## config.mk

```make
export PLATFORM = sky130hd
export DESIGN_NAME = chained_hash_set
export DESIGN_NICKNAME = d
export VERILOG_FILES = /design/src/design/chs_pkg.sv /design/src/design/chained_hash_set.sv /design/src/design/chs_datapath.sv /design/src/design/chs_ctrl.sv
export VERILOG_INCLUDE_DIRS = /design/src /design/src/design
export SDC_FILE = /design/constraint.sdc
export NUM_CORES = 2
export LEC_CHECK = 0
export ABC_CLOCK_PERIOD_IN_PS = 15280
export BUFFER_PORTS_ARGS = -buffer_cell sky130_fd_sc_hd__buf_2
export CAP_MARGIN = 20
export CORE_MARGIN = 2
export CORE_UTILIZATION = 65
export CTS_BUF_LIST = sky130_fd_sc_hd__clkbuf_4 sky130_fd_sc_hd__clkbuf_8
export DETAILED_ROUTE_END_ITERATION = 6
export PLACE_DENSITY_LB_ADDON = 0.3
export SLEW_MARGIN = 20
export SYNTH_ARGS = -nofsm -noshare
export SYNTH_HDL_FRONTEND = slang
export SYNTH_SLANG_ARGS = --single-unit
```

## constraint.sdc

```tcl
create_clock -name clk -period 15.28 [get_ports clk]
set_input_delay 3.056 -clock clk [delete_from_list [all_inputs] [get_ports clk]]
set_output_delay 3.056 -clock clk [all_outputs]
set_load 0.05 [all_outputs]
```

## src/design/chained_hash_set_assert.svh

```systemverilog
// Assertion macros shared by the chained hash set modules.
// Each expects clk and rst in scope.
`ifndef CHAINED_HASH_SET_ASSERT_SVH
`define CHAINED_HASH_SET_ASSERT_SVH

// Property must hold at every edge out of reset.
`define CHS_ASSERT(label, prop, msg) \
  label: assert property (@(posedge clk) disable iff (rst) prop) \
    else $error(msg);

// Condition must never be seen out of reset.
`define CHS_NEVER(label, cond, msg) \
  label: assert property (@(posedge clk) disable iff (rst) !(cond)) \
    else $error(msg);

`endif

```

## src/design/chs_pkg.sv

```systemverilog
package chs_pkg;

  localparam int BUCKETS      = 7;
  localparam int BUCKET_DEPTH = 8;
  localparam int KEY_BITS     = 32;

  localparam int SLOTS  = BUCKETS * BUCKET_DEPTH;
  localparam int BKT_W  = $clog2(BUCKETS);
  localparam int IDX_W  = (BUCKET_DEPTH > 1) ? $clog2(BUCKET_DEPTH) : 1;
  localparam int FILL_W = $clog2(BUCKET_DEPTH + 1);
  localparam int ADDR_W = (SLOTS > 1) ? $clog2(SLOTS) : 1;

  // key residue is built one byte per cycle, most significant byte first
  localparam int HASH_CYCLES = (KEY_BITS + 7) / 8;
  localparam int HPAD_W      = HASH_CYCLES * 8;
  localparam int HCNT_W      = (HASH_CYCLES > 1) ? $clog2(HASH_CYCLES) : 1;

  typedef logic [1:0]          cmd_t;
  typedef logic [1:0]          status_t;
  typedef logic [KEY_BITS-1:0] key_t;

  localparam cmd_t CMD_INSERT = 2'd0;
  localparam cmd_t CMD_FIND   = 2'd1;
  localparam cmd_t CMD_DELETE = 2'd2;

  localparam status_t ST_DONE      = 2'd0;
  localparam status_t ST_PRESENT   = 2'd1;
  localparam status_t ST_NOT_FOUND = 2'd2;
  localparam status_t ST_FULL      = 2'd3;

  typedef struct packed {
    logic load;
    logic hash_step;
    logic scan_start;
    logic scan_step;
    logic shift_start;
    logic shift_step;
    logic ins_write;
    logic fill_inc;
    logic fill_dec;
  } dp_cmd_t;

  typedef struct packed {
    cmd_t cmd;
    logic hash_last;
    logic hit;
    logic drained;
    logic full;
  } dp_stat_t;

  // Fold one byte into a running residue modulo BUCKETS, one bit a step.
  function automatic logic [BKT_W-1:0] mod_byte(logic [BKT_W-1:0] r, logic [7:0] b);
    logic [BKT_W:0] t;
    t = {1'b0, r};
    for (int i = 7; i >= 0; i--) begin
      t = {t[BKT_W-1:0], b[i]};
      if (t >= (BKT_W+1)'(BUCKETS)) begin
        t = t - (BKT_W+1)'(BUCKETS);
      end
    end
    return t[BKT_W-1:0];
  endfunction

endpackage

```

## src/design/chained_hash_set.sv

```systemverilog
// Each accepted item goes through the key residue, built one byte per cycle, then a
// scan of its bucket, one slot per cycle, then one insert write or, on delete, one
// entry moved down per cycle, and finally the result state. One item at a time: the
// next item can be taken the cycle after the result is registered, while that result
// may still wait.
// Reset clears all bucket fill counts at once; slot contents are not cleared.
module chained_hash_set
  import chs_pkg::*;
(
  input  logic        clk,
  input  logic        rst,
  input  logic        in_valid,
  output logic        in_ready,
  input  logic [1:0]  command,
  input  logic [31:0] key,
  output logic        out_valid,
  input  logic        out_ready,
  output logic        found,
  output logic [1:0]  status
);

  dp_cmd_t  cmd;
  dp_stat_t stat;

  chs_datapath u_datapath (
    .clk     (clk),
    .rst     (rst),
    .command (command),
    .key     (key),
    .cmd     (cmd),
    .stat    (stat)
  );

  chs_ctrl u_ctrl (
    .clk       (clk),
    .rst       (rst),
    .in_valid  (in_valid),
    .in_ready  (in_ready),
    .out_valid (out_valid),
    .out_ready (out_ready),
    .found     (found),
    .status    (status),
    .cmd       (cmd),
    .stat      (stat)
  );

endmodule

```

## src/design/chs_datapath.sv

```systemverilog
`include "chained_hash_set_assert.svh"

module chs_datapath
  import chs_pkg::*;
(
  input  logic                 clk,
  input  logic                 rst,
  input  logic [1:0]           command,
  input  logic [31:0]          key,
  input  dp_cmd_t              cmd,
  output dp_stat_t             stat
);

  key_t                  key_r;
  cmd_t                  cmd_r;
  logic [HPAD_W-1:0]     hkey;
  logic [HCNT_W-1:0]     hcnt;
  logic [BKT_W-1:0]      bucket;
  logic [FILL_W-1:0]     idx;
  logic                  pend;
  logic [IDX_W-1:0]      pend_idx;
  logic [FILL_W-1:0]     fill [BUCKETS];
  key_t                  mem [SLOTS];
  key_t                  rdata;

  logic [FILL_W-1:0]     fill_cur;
  logic                  more;
  logic                  step;
  logic                  wr_en;
  logic [ADDR_W-1:0]     wr_addr;
  key_t                  wr_data;
  logic [IDX_W-1:0]      shift_dst;

  function automatic logic [ADDR_W-1:0] slot_addr(logic [BKT_W-1:0] b, logic [IDX_W-1:0] i);
    return ADDR_W'(ADDR_W'(b) * ADDR_W'(BUCKET_DEPTH) + ADDR_W'(i));
  endfunction

  assign fill_cur  = fill[bucket];
  assign more      = idx < fill_cur;
  assign step      = cmd.scan_step || cmd.shift_step;
  assign shift_dst = pend_idx - IDX_W'(1);

  assign stat.cmd       = cmd_r;
  assign stat.hash_last = hcnt == HCNT_W'(HASH_CYCLES - 1);
  assign stat.hit       = pend && (rdata == key_r);
  assign stat.drained   = !pend && !more;
  assign stat.full      = fill_cur == FILL_W'(BUCKET_DEPTH);

  always_comb begin
    wr_en   = 1'b0;
    wr_addr = slot_addr(bucket, fill_cur[IDX_W-1:0]);
    wr_data = key_r;
    if (cmd.ins_write) begin
      wr_en = 1'b1;
    end else if (cmd.shift_step && pend) begin
      // move the entry just read down one place
      wr_en   = 1'b1;
      wr_addr = slot_addr(bucket, shift_dst);
      wr_data = rdata;
    end
  end

  always_ff @(posedge clk) begin
    if (wr_en) begin
      mem[wr_addr] <= wr_data;
    end
    if (step && more) begin
      rdata <= mem[slot_addr(bucket, idx[IDX_W-1:0])];
    end
  end

  always_ff @(posedge clk) begin
    if (rst) begin
      bucket <= '0;
    end else if (cmd.load) begin
      key_r  <= key_t'(key);
      cmd_r  <= command;
      hkey   <= HPAD_W'(key_t'(key));
      bucket <= '0;
    end else if (cmd.hash_step) begin
      bucket <= mod_byte(bucket, hkey[HPAD_W-1 -: 8]);
      hkey   <= hkey << 8;
    end
    if (cmd.shift_start) begin
      pend_idx <= pend_idx;
    end else if (step && more) begin
      pend_idx <= idx[IDX_W-1:0];
    end
  end

  always_ff @(posedge clk) begin
    if (rst) begin
      hcnt <= '0;
      idx  <= '0;
      pend <= 1'b0;
      for (int b = 0; b < BUCKETS; b++) begin
        fill[b] <= '0;
      end
    end else begin
      if (cmd.load) begin
        hcnt <= '0;
      end else if (cmd.hash_step) begin
        hcnt <= hcnt + HCNT_W'(1);
      end

      if (cmd.scan_start) begin
        idx  <= '0;
        pend <= 1'b0;
      end else if (cmd.shift_start) begin
        // start the move-down just past the matching slot
        idx  <= FILL_W'(pend_idx) + FILL_W'(1);
        pend <= 1'b0;
      end else if (step) begin
        pend <= more;
        if (more) begin
          idx <= idx + FILL_W'(1);
        end
      end

      if (cmd.fill_inc) begin
        fill[bucket] <= fill_cur + FILL_W'(1);
      end else if (cmd.fill_dec) begin
        fill[bucket] <= fill_cur - FILL_W'(1);
      end
    end
  end

  `CHS_ASSERT(a_fill_bound, fill_cur <= FILL_W'(BUCKET_DEPTH), "bucket fill beyond depth")
  `CHS_NEVER(a_ins_full, cmd.ins_write && stat.full, "insert into a full bucket")
  `CHS_NEVER(a_dec_empty, cmd.fill_dec && fill_cur == '0, "delete from an empty bucket")

endmodule

```

## src/design/chs_ctrl.sv

```systemverilog
`include "chained_hash_set_assert.svh"

module chs_ctrl
  import chs_pkg::*;
(
  input  logic     clk,
  input  logic     rst,
  input  logic     in_valid,
  output logic     in_ready,
  output logic     out_valid,
  input  logic     out_ready,
  output logic     found,
  output status_t  status,
  output dp_cmd_t  cmd,
  input  dp_stat_t stat
);

  typedef enum logic [2:0] {IDLE, HASH, SCAN, INSERT, SHIFT, RESP} state_t;

  state_t  state;
  logic    r_found;
  status_t r_status;
  logic    absent;

  assign in_ready = state == IDLE;
  assign absent   = status == ST_NOT_FOUND || status == ST_FULL;

  always_comb begin
    cmd = '0;
    unique case (state)
      IDLE: begin
        cmd.load = in_valid;
      end
      HASH: begin
        cmd.hash_step  = 1'b1;
        cmd.scan_start = stat.hash_last;
      end
      SCAN: begin
        cmd.scan_step   = 1'b1;
        cmd.shift_start = stat.hit && stat.cmd == CMD_DELETE;
      end
      INSERT: begin
        cmd.ins_write = 1'b1;
        cmd.fill_inc  = 1'b1;
      end
      SHIFT: begin
        cmd.shift_step = 1'b1;
        cmd.fill_dec   = stat.drained;
      end
      RESP: begin
      end
      default: begin
      end
    endcase
  end

  always_ff @(posedge clk) begin
    if (rst) begin
      state     <= IDLE;
      out_valid <= 1'b0;
    end else begin
      // load the output register once it is free, else drop the item when taken
      if (state == RESP && (!out_valid || out_ready)) begin
        out_valid <= 1'b1;
        found     <= r_found;
        status    <= r_status;
      end else if (out_ready) begin
        out_valid <= 1'b0;
      end
      unique case (state)
        IDLE: begin
          if (in_valid) begin
            state <= HASH;
          end
        end
        HASH: begin
          if (stat.hash_last) begin
            state <= SCAN;
          end
        end
        SCAN: begin
          if (stat.hit || stat.drained) begin
            r_found <= stat.hit;
            state   <= RESP;
            if (stat.cmd == CMD_INSERT) begin
              if (stat.hit) begin
                r_status <= ST_PRESENT;
              end else if (stat.full) begin
                r_status <= ST_FULL;
              end else begin
                state <= INSERT;
              end
            end else if (stat.cmd == CMD_DELETE && stat.hit) begin
              state <= SHIFT;
            end else begin
              r_status <= stat.hit ? ST_DONE : ST_NOT_FOUND;
            end
          end
        end
        INSERT: begin
          r_status <= ST_DONE;
          state    <= RESP;
        end
        SHIFT: begin
          if (stat.drained) begin
            r_status <= ST_DONE;
            state    <= RESP;
          end
        end
        RESP: begin
          // hold until the output register is free
          if (!out_valid || out_ready) begin
            state <= IDLE;
          end
        end
        default: begin
          state <= IDLE;
        end
      endcase
    end
  end

  `CHS_NEVER(a_found_status, out_valid && found && absent, "found item reports absence")
  `CHS_NEVER(a_absent_status, out_valid && !found && status == ST_PRESENT, "absent item present")
  `CHS_ASSERT(a_busy, in_valid && in_ready |=> !in_ready, "second item taken while busy")

endmodule
```

==> results.md <==
* Via density at 6.993
* DRT antenna net count at 1
* Top Metal Used: met5
* Area growth, synth to finish at 11.13%
* Max frequency at 0.1125 GHz
* Met1 wire length at 65560 um
* Top_reg_cell synth: edfxtp_1
* Post-Synth XOR/XNOR Area at 0.005192
* Mux share of post-synthesis cell area at 0.1793
* Initial antenna violation count at 13
* Starting Density at 0.6541
* R2R Setup Slk at 6.39 ns
* Root Buffer: clkbuf_8
* CP Launch Type: flop
* Total congestion overflow at 0
* Met3 WL at 22030 um
* Post-Syn Nets at 3430
* Largest stage delay, worst path at 0.83 ns
* Worst EP required at 16.04 ns
* Reg clk slew, reported paths at 0.07 ns
* Clock sink count at 1948
* Die Wd at 345.7 um
* Area share of the largest cell type after synthesis at 0.7623
* Mapped Cells at 3375
* Post-Synth Simple-Gate Area at 0.02377
* Adder-Cell Fraction of Synth Area at 0.002901
* Endpoint type of the worst setup path: flop
* CP max-delay cell: dfxtp_4
* Post-synth EDFFs at 1927
* Post-DP HPWL at 100300 um
* GPL Wtd Cong at 0.8795
* Outcome: complete, but fails checks
* Final Max Tran Viols at 0
* Crit Path Class: reg -> reg
* Max_slew headroom at 0.2606
* Failing checks: antenna violations
* Hold Path Class: reg -> reg
* Area fraction in compound gates after synthesis at 0.01119
* Main combinational cell family by area after synthesis: multiplexers
* Maximum buffer depth of the clock tree at 4
* Final setup viols at 0
* Least-Margin Pin Slew at 1.109 ns
* Synth top area cells: edfxtp_1 76%, mux4_2 16%, mux2i_1 0.90%, nand2_1 0.75%, mux2_2 0.67%
* Tmin final at 8.885 ns
* Worst-Skew Late Latency at 0.98 ns
* Cell taking the most area after synthesis: edfxtp_1
* Mapped Area at 75910 um^2
* VDD IR max at 0.1341 mV
* RSZ-0062 raised after global routing: no
* CP dominant cell by count: ha_1
* Warnings from Yosys at 0
* GR Util All Layers at 0.3135
* Seq/Total Area, Yosys at 0.7679
* Die height at 345.7 um
* Port bufs at 42
* Setup Skew at 0.06504 ns
* Vias at 37761
* H-Tree Depth at 5
* Commonest non-fill, non-tap cell in the layout: edfxtp_1
* Commonest cells after routing, fill and taps aside: 1927 x edfxtp_1, 551 x mux4_2, 307 x clkbuf_8
* Final net count at 3727
* CTS Buf Count at 304
* Met2 routed wirelength at 90500 um
* Area of the core at 116000 um^2
* Post-cts resize count at 0
* Final hold violations at 0
* Avg Synthesized Cell Area at 22.49 um^2
* First-pass GRT wire length at 265000 um
* Post-CTS Hold Buffers at 0
* Largest net degree at the start of global routing at 120
* PD cells at 146.8 nW/um^2
* Number of DRC markers in iteration 0 at 5513
* Critical path fanouts, max at 33
* Leak Pwr at 25.86 nW
* Synth Register Bits at 1948
* Post-route DRC violation count at 0
* Async SR Flop Fraction at 0
* Filler Cells Inserted at 6190
* I/O pins at 43
* CTS tree: done
* Number of setup buffers added after CTS at 0
* Row count at 125
* Layout cells sized above 1 at 0.3315
* Number of max-cap violations at 0
* Final setup TNS at 0 ns
* Final period utilization at 0.5815
* Final WL at 184700 um
* Count of cell types in the netlist at 75
* Worst EP arrival at 9.64 ns
* Via count of the first global-routing pass at 38668
* Tot Pwr at 12.39 mW
* Pre-antenna DRT Iters at 5
* Wire per inst at 34.20 um
* DIE AREA at 119500 um^2
## cell type report
type	count	area, um^2	area share
timing repair buffer	162	1189	0.01409
antenna	6	15.01	0.0001780
multi-input combinational	1238	17310	0.2052
inverter	18	67.56	0.0008009
clock buffer	407	4976	0.05899
clock inverter	97	590.6	0.007001
tap	1524	1907	0.02260
sequential	1948	58300	0.6911
## per-layer routing
layer	GRT usage	up-vias
li1	-	14829
met1	0.4353	19650
met2	0.4979	2841
met3	0.07218	429
met4	0.1175	12
met5	0	-
## worst paths after layout
kind	from	to	cells after the start
setup / recovery	u_datapath.bucket[0]$_SDFFE_PP0P_	flop	33
hold / removal	u_ctrl.r_status[1]$_SDFFCE_PP0P_	u_ctrl.status[1]$_DFFE_PP_	0
setup reg to reg	u_datapath.bucket[0]$_SDFFE_PP0P_	flop	33
hold reg to reg	u_ctrl.r_status[1]$_SDFFCE_PP0P_	u_ctrl.status[1]$_DFFE_PP_	0
## registers in the layout, summed over array words and instances (netlist names), named ones only
name / count
u_datapath.pend: 1
u_ctrl.out_valid: 1
u_datapath.fill: 32
u_datapath.bucket: 3
u_datapath.hkey: 32
u_datapath.pend_idx: 3
u_datapath.key_r: 32
u_datapath.rdata: 32
u_ctrl.r_found: 1
u_ctrl.r_status: 2
u_datapath.hcnt: 2
u_ctrl.state: 3
u_ctrl.status: 2
u_datapath.idx: 4
u_ctrl.found: 1
u_datapath.mem: 1792
u_datapath.cmd_r: 2
## stage by stage
stage	cell area, um^2	hold slack [ns]	setup WS, ns	utilization	instances
6_report	84360	0.4262	6.395	0.7269	5400
5_1_grt	84340	0.4440	5.510	0.7268	5395
4_1_cts	84290	0.4232	6.471	0.7263	5392
3_5_place_dp	78720	0.4080	6.558	0.6783	4888
3_3_place_gp	78720	0.4107	7.020	0.6783	4888
2_1_floorplan	75910	0.4003	7.848	-	3375
## synth_stat cells, types with 11 or more instances
cell type	count
nor2_1	132
o22ai_1	19
and3_1	14
nand2_1	152
nand4_1	11
a21oi_1	17
xor2_1	21
buf_1	57
mux4_2	551
xnor2_1	24
nor3_1	19
mux2i_1	68
ha_1	16
or3_1	11
mux2_2	45
inv_1	18
clkbuf_1	107
edfxtp_1	1927
o21ai_0	11
dfxtp_1	21
nand3_1	14
## power breakdown
part           switching (mW)  internal (mW)  total (mW)
Sequential             0.0778           6.06        6.14
Combinational            1.25          0.895        2.14
Clock                    1.90           2.20        4.10
Total                    3.22           9.16        12.4
## cells by family (layout without fill, tap and decap cells)
group / Yosys count / count (layout)
DFF: 1948 / 1948
muxes: 665 / 665
and+or+nand+nor: 399 / 399
buffers and inverters: 189 / 684
AOI/OAI and AO/OA: 112 / 112
xor gates and xnor gates: 45 / 45
adders and majority gates: 17 / 17
other: 0 / 6
## critical path, delay by kind of cell, from the launching register on
kind	cells	cell delay, ns
adders and majority gates	8	2.59
AOI/OAI and AO/OA	12	2.58
and+or+nand+nor	7	1.56
DFF	1	0.83
xor gates and xnor gates	4	0.73
muxes	1	0.23
buffers and inverters	1	0.13
Note: power is estimated with default switching activity, not from simulation.
